===== src/design/bdsl_pkg.sv =====
// ----------------------------------------------------------------------------
// bdsl_pkg
// Shared types and constants for the button debounce / short-long press unit.
// ----------------------------------------------------------------------------
package bdsl_pkg;

  // Fixed field widths
  localparam int unsigned TICK_W     = 10;
  localparam int unsigned DEB_W      = 10;
  localparam int unsigned LONG_W     = 16;
  localparam int unsigned LEVELS_W   = 4;
  localparam int unsigned NUM_OUT    = 4;
  localparam int unsigned CFG_IDX_W  = 2;
  localparam int unsigned CFG_DATA_W = 16;

  // Register indexes on the configuration port
  localparam logic [CFG_IDX_W-1:0] REG_TICK_MS       = 2'd0;
  localparam logic [CFG_IDX_W-1:0] REG_DEBOUNCE_MS   = 2'd1;
  localparam logic [CFG_IDX_W-1:0] REG_LONG_PRESS_MS = 2'd2;

  // Register reset values
  localparam logic [TICK_W-1:0] TICK_MS_RST       = 10'd10;
  localparam logic [DEB_W-1:0]  DEBOUNCE_MS_RST   = 10'd20;
  localparam logic [LONG_W-1:0] LONG_PRESS_MS_RST = 16'd2000;

  typedef enum logic [1:0] {
    PH_IDLE     = 2'd0,
    PH_DEBOUNCE = 2'd1,
    PH_PRESSED  = 2'd2,
    PH_LONG     = 2'd3
  } phase_e;

  typedef enum logic [1:0] {
    EV_NONE  = 2'd0,
    EV_SHORT = 2'd1,
    EV_LONG  = 2'd2
  } event_e;

  typedef struct packed {
    logic [TICK_W-1:0] tick_ms;
    logic [DEB_W-1:0]  debounce_ms;
    logic [LONG_W-1:0] long_press_ms;
  } cfg_t;

endpackage


===== src/design/bdsl_lane.sv =====
// ----------------------------------------------------------------------------
// bdsl_lane
// One button: phase machine with saturating debounce and hold counters.
// ----------------------------------------------------------------------------
module bdsl_lane (
  input  logic             clk_i,
  input  logic             rst_ni,
  input  logic             step_i,
  input  logic             down_i,
  input  bdsl_pkg::cfg_t   cfg_i,
  output bdsl_pkg::event_e ev_o
);
  import bdsl_pkg::*;

  phase_e            phase_q, phase_d;
  logic [DEB_W-1:0]  deb_q, deb_d;
  logic [LONG_W-1:0] held_q, held_d;

  logic [DEB_W:0]    deb_sum;
  logic [LONG_W:0]   held_sum;
  logic              deb_hit;
  logic              held_hit;
  logic              held_below;

  assign deb_sum    = {1'b0, deb_q} + {{(DEB_W+1-TICK_W){1'b0}}, cfg_i.tick_ms};
  assign held_sum   = {1'b0, held_q} + {{(LONG_W+1-TICK_W){1'b0}}, cfg_i.tick_ms};
  assign deb_hit    = deb_sum >= {1'b0, cfg_i.debounce_ms};
  assign held_hit   = held_sum >= {1'b0, cfg_i.long_press_ms};
  assign held_below = held_q < cfg_i.long_press_ms;

  // Next state
  always_comb begin
    phase_d = phase_q;
    deb_d   = deb_q;
    held_d  = held_q;
    case (phase_q)
      PH_IDLE: begin
        if (down_i) begin
          phase_d = PH_DEBOUNCE;
          deb_d   = '0;
        end
      end
      PH_DEBOUNCE: begin
        if (down_i) begin
          if (deb_hit) begin
            phase_d = PH_PRESSED;
            deb_d   = cfg_i.debounce_ms;
            held_d  = '0;
          end else begin
            deb_d = deb_sum[DEB_W-1:0];
          end
        end else begin
          phase_d = PH_IDLE;
          deb_d   = '0;
        end
      end
      PH_PRESSED: begin
        if (down_i) begin
          if (held_hit) begin
            phase_d = PH_LONG;
            held_d  = cfg_i.long_press_ms;
          end else begin
            held_d = held_sum[LONG_W-1:0];
          end
        end else begin
          phase_d = PH_IDLE;
          deb_d   = '0;
          held_d  = '0;
        end
      end
      PH_LONG: begin
        if (!down_i) begin
          phase_d = PH_IDLE;
          deb_d   = '0;
          held_d  = '0;
        end
      end
      default: begin
        phase_d = PH_IDLE;
      end
    endcase
  end

  // Event output
  always_comb begin
    ev_o = EV_NONE;
    case (phase_q)
      PH_PRESSED: begin
        if (down_i) begin
          if (held_hit) ev_o = EV_LONG;
        end else if (held_below) begin
          ev_o = EV_SHORT;
        end
      end
      PH_LONG: begin
        if (!down_i) ev_o = EV_LONG;
      end
      default: begin
        ev_o = EV_NONE;
      end
    endcase
  end

  always_ff @(posedge clk_i or negedge rst_ni) begin
    if (!rst_ni) begin
      phase_q <= PH_IDLE;
      deb_q   <= '0;
      held_q  <= '0;
    end else if (step_i) begin
      phase_q <= phase_d;
      deb_q   <= deb_d;
      held_q  <= held_d;
    end
  end

`ifndef ASSERT_OFF
  a_release_to_idle: assert property (@(posedge clk_i) disable iff (!rst_ni)
    step_i && !down_i |=> phase_q == PH_IDLE)
    else $error("lane not idle after a released tick");

  a_idle_to_debounce: assert property (@(posedge clk_i) disable iff (!rst_ni)
    step_i && down_i && phase_q == PH_IDLE |=> phase_q == PH_DEBOUNCE)
    else $error("press from idle skipped debounce");

  a_short_source: assert property (@(posedge clk_i) disable iff (!rst_ni)
    ev_o == EV_SHORT |-> phase_q == PH_PRESSED && !down_i)
    else $error("short event outside a release from pressed");
`endif

endmodule


===== src/design/button_debounce_short_long_press_unit.sv =====
// ----------------------------------------------------------------------------
// button_debounce_short_long_press_unit
// Debounces four buttons and reports short and long presses per scan tick.
// ----------------------------------------------------------------------------
// Each input item is one scan tick carrying the pressed level of every button.
// Every item yields exactly one result item with one event code per button
// (0 none, 1 short, 2 long). A button must be seen pressed for debounce_ms of
// accumulated tick time (at least one tick in debounce) before it counts; a
// confirmed press that reaches long_press_ms reports long at once, a release
// before that reports short, and a release after the long event reports long
// again. Both counters saturate at their thresholds. The block takes one item
// per clock cycle while results are taken: the item lands in an input
// register, all button machines update in a single pass of adder/compare
// logic, and the events land in the result register that drives out_valid_o.
// The result register is the only buffer on the output side; while it holds
// an untaken result the input register still accepts one more item. Write the
// configuration registers (0 tick_ms, 1 debounce_ms, 2 long_press_ms) only
// while no item is in flight; writes to other indexes are dropped.
// ----------------------------------------------------------------------------
module button_debounce_short_long_press_unit #(
  parameter int unsigned NUM_BUTTONS = 4
) (
  input  logic        clk_i,
  input  logic        rst_ni,
  // configuration write port
  input  logic        cfg_we_i,
  input  logic [1:0]  cfg_idx_i,
  input  logic [15:0] cfg_wdata_i,
  // input channel
  input  logic        in_valid_i,
  output logic        in_ready_o,
  input  logic [3:0]  pressed_levels_i,
  // result channel
  output logic        out_valid_o,
  input  logic        out_ready_i,
  output logic [1:0]  event_button0_o,
  output logic [1:0]  event_button1_o,
  output logic [1:0]  event_button2_o,
  output logic [1:0]  event_button3_o
);
  import bdsl_pkg::*;

  // Buttons beyond the width of the level field never see a press and never
  // reach an output, so they carry no state.
  localparam int unsigned NUM_LANES = (NUM_BUTTONS < NUM_OUT) ? NUM_BUTTONS : NUM_OUT;

  cfg_t                cfg_q;
  logic                s1_valid_q;
  logic [LEVELS_W-1:0] s1_levels_q;
  logic                s1_adv;
  logic                out_valid_q;
  event_e              ev_q [NUM_OUT];
  event_e              ev_d [NUM_OUT];
  event_e              lane_ev [NUM_LANES];

  // Advance the input register into the result register when that is free
  // or being taken this cycle.
  assign s1_adv     = s1_valid_q && (!out_valid_q || out_ready_i);
  assign in_ready_o = !s1_valid_q || s1_adv;

  // Configuration registers
  always_ff @(posedge clk_i or negedge rst_ni) begin
    if (!rst_ni) begin
      cfg_q.tick_ms       <= TICK_MS_RST;
      cfg_q.debounce_ms   <= DEBOUNCE_MS_RST;
      cfg_q.long_press_ms <= LONG_PRESS_MS_RST;
    end else if (cfg_we_i) begin
      case (cfg_idx_i)
        REG_TICK_MS:       cfg_q.tick_ms       <= cfg_wdata_i[TICK_W-1:0];
        REG_DEBOUNCE_MS:   cfg_q.debounce_ms   <= cfg_wdata_i[DEB_W-1:0];
        REG_LONG_PRESS_MS: cfg_q.long_press_ms <= cfg_wdata_i[LONG_W-1:0];
        default: begin
          // drop writes beyond the register list
        end
      endcase
    end
  end

  // Input register: hold the item until the lanes take it.
  always_ff @(posedge clk_i or negedge rst_ni) begin
    if (!rst_ni) begin
      s1_valid_q <= 1'b0;
    end else if (in_ready_o) begin
      s1_valid_q <= in_valid_i;
    end
  end

  always_ff @(posedge clk_i) begin
    if (in_valid_i && in_ready_o) begin
      s1_levels_q <= pressed_levels_i;
    end
  end

  // One machine per button; all step together on an advance.
  for (genvar b = 0; b < NUM_LANES; b++) begin : g_lane
    bdsl_lane u_lane (
      .clk_i  (clk_i),
      .rst_ni (rst_ni),
      .step_i (s1_adv),
      .down_i (s1_levels_q[b]),
      .cfg_i  (cfg_q),
      .ev_o   (lane_ev[b])
    );
  end

  for (genvar i = 0; i < NUM_OUT; i++) begin : g_out
    if (i < NUM_LANES) begin : g_used
      assign ev_d[i] = lane_ev[i];
    end else begin : g_absent
      assign ev_d[i] = EV_NONE;
    end
  end

  // Result register
  always_ff @(posedge clk_i or negedge rst_ni) begin
    if (!rst_ni) begin
      out_valid_q <= 1'b0;
    end else if (s1_adv) begin
      out_valid_q <= 1'b1;
    end else if (out_ready_i) begin
      out_valid_q <= 1'b0;
    end
  end

  always_ff @(posedge clk_i) begin
    if (s1_adv) begin
      ev_q <= ev_d;
    end
  end

  assign out_valid_o     = out_valid_q;
  assign event_button0_o = ev_q[0];
  assign event_button1_o = ev_q[1];
  assign event_button2_o = ev_q[2];
  assign event_button3_o = ev_q[3];

`ifndef ASSERT_OFF
  a_accept_fills_input: assert property (@(posedge clk_i) disable iff (!rst_ni)
    in_valid_i && in_ready_o |=> s1_valid_q)
    else $error("accepted item missing from input register");

  a_advance_fills_output: assert property (@(posedge clk_i) disable iff (!rst_ni)
    s1_adv |=> out_valid_o)
    else $error("advanced item missing from result register");

  a_stalled_input_held: assert property (@(posedge clk_i) disable iff (!rst_ni)
    s1_valid_q && !s1_adv |=> s1_valid_q && $stable(s1_levels_q))
    else $error("stalled item lost from input register");
`endif

endmodule

===== config.mk =====
export PLATFORM = sky130hd
export DESIGN_NAME = button_debounce_short_long_press_unit
export DESIGN_NICKNAME = d
export VERILOG_FILES = /design/src/design/bdsl_pkg.sv /design/src/design/bdsl_lane.sv /design/src/design/button_debounce_short_long_press_unit.sv
export SDC_FILE = /design/constraint.sdc
export NUM_CORES = 1
export LEC_CHECK = 0
export BUFFER_PORTS_ARGS = -buffer_cell sky130_fd_sc_hd__buf_4
export CORE_AREA = 2 2 265 202
export DETAILED_ROUTE_END_ITERATION = 16
export DIE_AREA = 0 0 267 204
export GPL_TIMING_DRIVEN = 0
export HOLD_SLACK_MARGIN = 0.03
export SYNTH_ARGS = -nofsm -noshare
export SYNTH_HDL_FRONTEND = slang
export SYNTH_HIERARCHICAL = 1
export SYNTH_SLANG_ARGS = --single-unit

===== constraint.sdc =====
create_clock -name clk_i -period 11.6 [get_ports clk_i]
set_input_delay 1.74 -clock clk_i [delete_from_list [all_inputs] [get_ports clk_i]]
set_output_delay 1.74 -clock clk_i [all_outputs]
set_load 0.01 [all_outputs]

# After elaboration in Yosys (flattened, before gate mapping)
# Index checks and enable logic that the tools add are counted.
# Widths: inputs -> output; s select.
# op_classes
addsub	8
n_lt_le_gt_ge	12
n_eq_ne	42
muxes	94
reduce_logical	35
# op_table
operator	n
$mux 16	20
$pmux 16 s3	4
$mux 10	16
$pmux 10 s3	4
$mux 2	36
$add 16x10->17	4
$ge 17x16->1	4
$lt 16x16->1	4
$add 10x10->11	4
$ge 11x10->1	4
$reduce_and 5->1	8
$ne 2x2->1 const B	16
$pmux 2 s4	4
$ne 3x2->1 const B	8
$eq 2x2->1 const B	9
$pmux 2 s2	4
$reduce_and 3->1	4
$reduce_bool 3->1	4
$eq 2x1->1 const B	5
$logic_not 2->1	5
$ne 2x1->1 const B	4
$reduce_or 2->1	4
$mux 1	6
$reduce_and 2->1	3
4 further kinds	7
# word_totals
ff_bits	162
in_bits	27
output_inout_bits	10
word_cells	213

# Depth between registers and ports, before layout
# logic_depth
ltp_word	5
depth_mapped	19
ltp_nobuf	18

# Cells and area by module
# Netlist, hierarchy kept.
# by_module_without_submodules
mod	instances	cells_per_inst	area_each_um2	seq_area_each_um2
bdsl_lane at g_lane[2].u_lane	1	395	3452.1	700.7
bdsl_lane at g_lane[0].u_lane	1	404	3388.2	700.7
bdsl_lane at g_lane[1].u_lane	1	400	3379.5	700.7
bdsl_lane at g_lane[3].u_lane	1	390	3319.4	700.7
button_debounce_short_long_press_unit	1	98	1875.5	1323.8

# Least setup slack after synthesis
# No wires, ideal clock.
# synth_path
path_type	register to register
start	register cfg_q[27] (netlist bit)
end	register ev_q, in the netlist event_button2_o[1], data pin
setup_time_ns	0.254
t_arrival_ns	3.630
t_required_ns	11.346
slack_ns	7.716
stages_incl_launch_ff	18
path_buffers	2
period_less_slack_ns	3.884
cell_sequence	dfstp_2 -> inv_1 -> fa_1 -> nand2b_1 -> a21oi_1 -> o21ai_0 -> and2b_1 -> xnor2_1 -> ha_1 -> and4_1 -> a32oi_1 -> o21ai_0 -> o21ai_1 -> nor3b_2 -> buf_6 -> buf_12 -> nor3_1 -> o21a_1
# synth_rtl
item	line_no	text
from (decl)	button_debounce_short_long_press_unit.sv:47	cfg_t cfg_q;
to (signal assigned)	button_debounce_short_long_press_unit.sv:127	ev_q <= ev_d;
to (decl)	button_debounce_short_long_press_unit.sv:52	event_e ev_q [NUM_OUT];

==> results.ini <==
[run_status]
outcome=finished clean

[worst_setup_path]
worstSetupPathType=reg -> reg
worstPathArrival_ns=5.00
start_kind=flip-flop
slowest_delay_ns=0.85
path_common_cell=ha_1
rrSetupSlack_ns=6.81
worstPathRequired_ns=11.81
rr_worst_depth=16
r2r_end=event_button1_o[1]
endpoint_kind=flip-flop
crit_slowest_cell=dfrtp_1
reg2reg_from=cfg_q[30]
cp_max_fo=10
path_cells=ha_1 > and3_1 > a2111oi_4 > o21ai_0 > a21oi_1 > nor2_1 > xnor2_1 > ha_1 > nand3_1 > a31oi_1 > a2111oi_0 > o311a_1 > buf_6 > buf_8 > nor3_1 > o21a_1

[global_routing]
overflow=0
grt_first_pass_wirelength_um=71200
grt_usage_pct=16.8
grt_pass1_vias=12900
grt_max_degree=83
grt_antenna_before_repair=2

[power_and_ir_drop]
peakVddDrop_v=0.000119
power.leakage_nw=8.27
total_power_mw=4.52
power_density_mw_per_mm2=263

[logic_synthesis]
synth_area_mm2=0.0154
synth_edf_count=12
syn_inst=1687
ys.flop_type=dfrtp_1
async_flop_share_pct=92.6
syn_area_per_cell_um2=9.14
synthesis.nets=1966
ys_seq_elements=162
yosysUniqueCellTypes=103
ys_seq_area_share_pct=26.8
yosysWarnings=6

[cts]
clkLatencyLatePin_ns=0.45
root_buffer=clkbuf_16
htreeDepth=4
cts_sinks=162
postCtsHoldBufs=0
clock_path_buffers=2
cts_made_buffers=17
cts_resized=0
cts_setup_buffers=0
clk_pin_slew_ns=0.07
cts_tree=done

[detailed_routing]
finalWirelength_um=45400
drcViolationCount=0
dr.pass1.iters=5
wl_per_cell_um=18.4
ant_nets=0
dr_total_vias=12900
drt_iter0_markers=829
vias_per_cell=5.24

[timing]
max_freq_mhz=209
setup_tns_ns=0
fin_skew_ns=0.0149
hold_violations=0
setup_viol=0
finalCriticalPeriod_ns=4.79
relSlewSlack_pct=25.7
worst_hold_slack_ns=0.490
min_period_over_period_pct=41.3
rsz0062_at_grt=false
final-max-slew-violation-count=0
worstMarginPinSlew_ns=1.11

[flow_run]
max_cap_violations=0

[floorplan]
die_height_um=204
row_count=73
placeableCoreArea_mm2=0.0522
io_pins=37
fp.dieW_um=267
die_area_mm2=0.0545
initial_core_util_pct=29.6

[placed_design]
portBuffers=36
routabilityCongestion=0.880
dp_hpwl_um=33800

[finish]
drive_gt1_share_pct=11.1
diodes=0
final_common_cell=ha_1
syn_to_final_growth_pct=11.6
mostFrequentLayoutCells=ha_1 (244), inv_1 (157), nand2_1 (142), dfrtp_1 (140), a21oi_1 (109)
fin_util_pct=33.0
nets=2022

[worst_hold_path]
holdCritStartpoint=g_lane[1].u_lane/deb_q[7]
hold_path_depth=2
hold_path.class=reg -> reg
holdPathEnd=g_lane[1].u_lane/deb_q[7]

## report_power, final
group | switching [mW] | total, mW | leakage (nW) | internal (mW)
sequential | 0.250 | 1.00 | 2.07 | 0.752
clock | 0.274 | 0.590 | 0.291 | 0.317
combinational | 1.66 | 2.93 | 5.92 | 1.26
total | 2.19 | 4.52 | 8.27 | 2.33
## cells by family after synthesis
kind of cell,synth area share [%]
AND/OR/NAND/NOR,13.9
buffers and inverters,6.13
adder cells (fa/ha/maj),20.8
flip-flops,26.8
multiplexers,6.80
XOR/XNOR,4.49
AO/OA/AOI/OAI,21.1
## how the worst max path moves through the flow
stage                         start                     endpoint  slack, ns  cells past startpoint
after floorplan           cfg_q[27]           event_button2_o[1]       7.72                     17
after global placement    cfg_q[26]           event_button2_o[1]       6.91                     18
after detailed placement  cfg_q[26]           event_button2_o[1]       6.88                     18
after CTS                 cfg_q[26]           event_button2_o[1]       6.88                     18
after global routing      cfg_q[30]  g_lane[1].u_lane/held_q[12]       6.53                     16
final                     cfg_q[30]           event_button1_o[1]       6.81                     16
## metal layers
layer / wire length, µm / part of all wire, % / GRT usage [%]
met2: 19600 / 43 / 25.9
met5: 8 / 0.018 / 0
met4: 1140 / 2.5 / 5.38
met1: 22100 / 49 / 23.6
met3: 2530 / 5.6 / 3.31
## critical path: cells and delay by family (launching register included)
family          cells  cell delay [ns]
compound gates      7             2.00
xor+xnor            1             0.22
fa+ha+maj           2             0.68
buf+inv             2             0.29
flops               1             0.85
simple gates        4             0.49
## per-stage QoR
step	std cells	worst slack, ns	area (µm²)
finish	2468	6.81	17200
global route	2468	6.53	17200
CTS	2468	6.88	17200
detailed placement	2436	6.88	16600
global placement	2435	6.91	16600
floorplan	1687	7.72	15400
## synthesized netlist by cell type (all sizes together), types with 9 or more instances
cell / number / area [µm²]
nand4: 15 / 93.8
o21a: 23 / 173
mux2: 37 / 458
nand2: 142 / 533
nand3: 43 / 215
o211ai: 11 / 124
nand3b: 9 / 80.1
nor2: 79 / 299
a211oi: 13 / 97.6
a31oi: 19 / 164
mux2i: 59 / 591
a21o: 39 / 293
o21ai: 128 / 644
clkbuf: 22 / 113
edfxtp: 12 / 360
and3: 20 / 128
ha: 244 / 3050
nand2b: 28 / 178
inv: 157 / 589
nor3: 26 / 145
dfrtp: 140 / 3500
dfstp: 10 / 263
a21oi: 115 / 628
nor2b: 22 / 138
buf: 27 / 231
o2bb2ai: 17 / 149
o311ai: 20 / 175
xor2: 21 / 184
xnor2: 58 / 508
## registers in the layout, indices dropped and copies added, names as in the netlist, 2 cells and up
register	flops
g_lane.u_lane/held_q	64
g_lane.u_lane/deb_q	40
cfg_q	36
g_lane.u_lane/phase_q	8
s1_levels_q	4
event_button0_o	2
event_button1_o	2
event_button2_o	2
event_button3_o	2
## cell type report
class / instances / area [µm²]
buffer: 50 / 355
sequential: 162 / 4130
multi-input combinational: 1318 / 10300
tap: 712 / 891
timing repair buffer: 37 / 305
inverter: 157 / 589
clock buffer: 19 / 454
fill: 5329 / 35000
clock inverter: 13 / 136
Note: power is estimated with default switching activity, not from simulation.
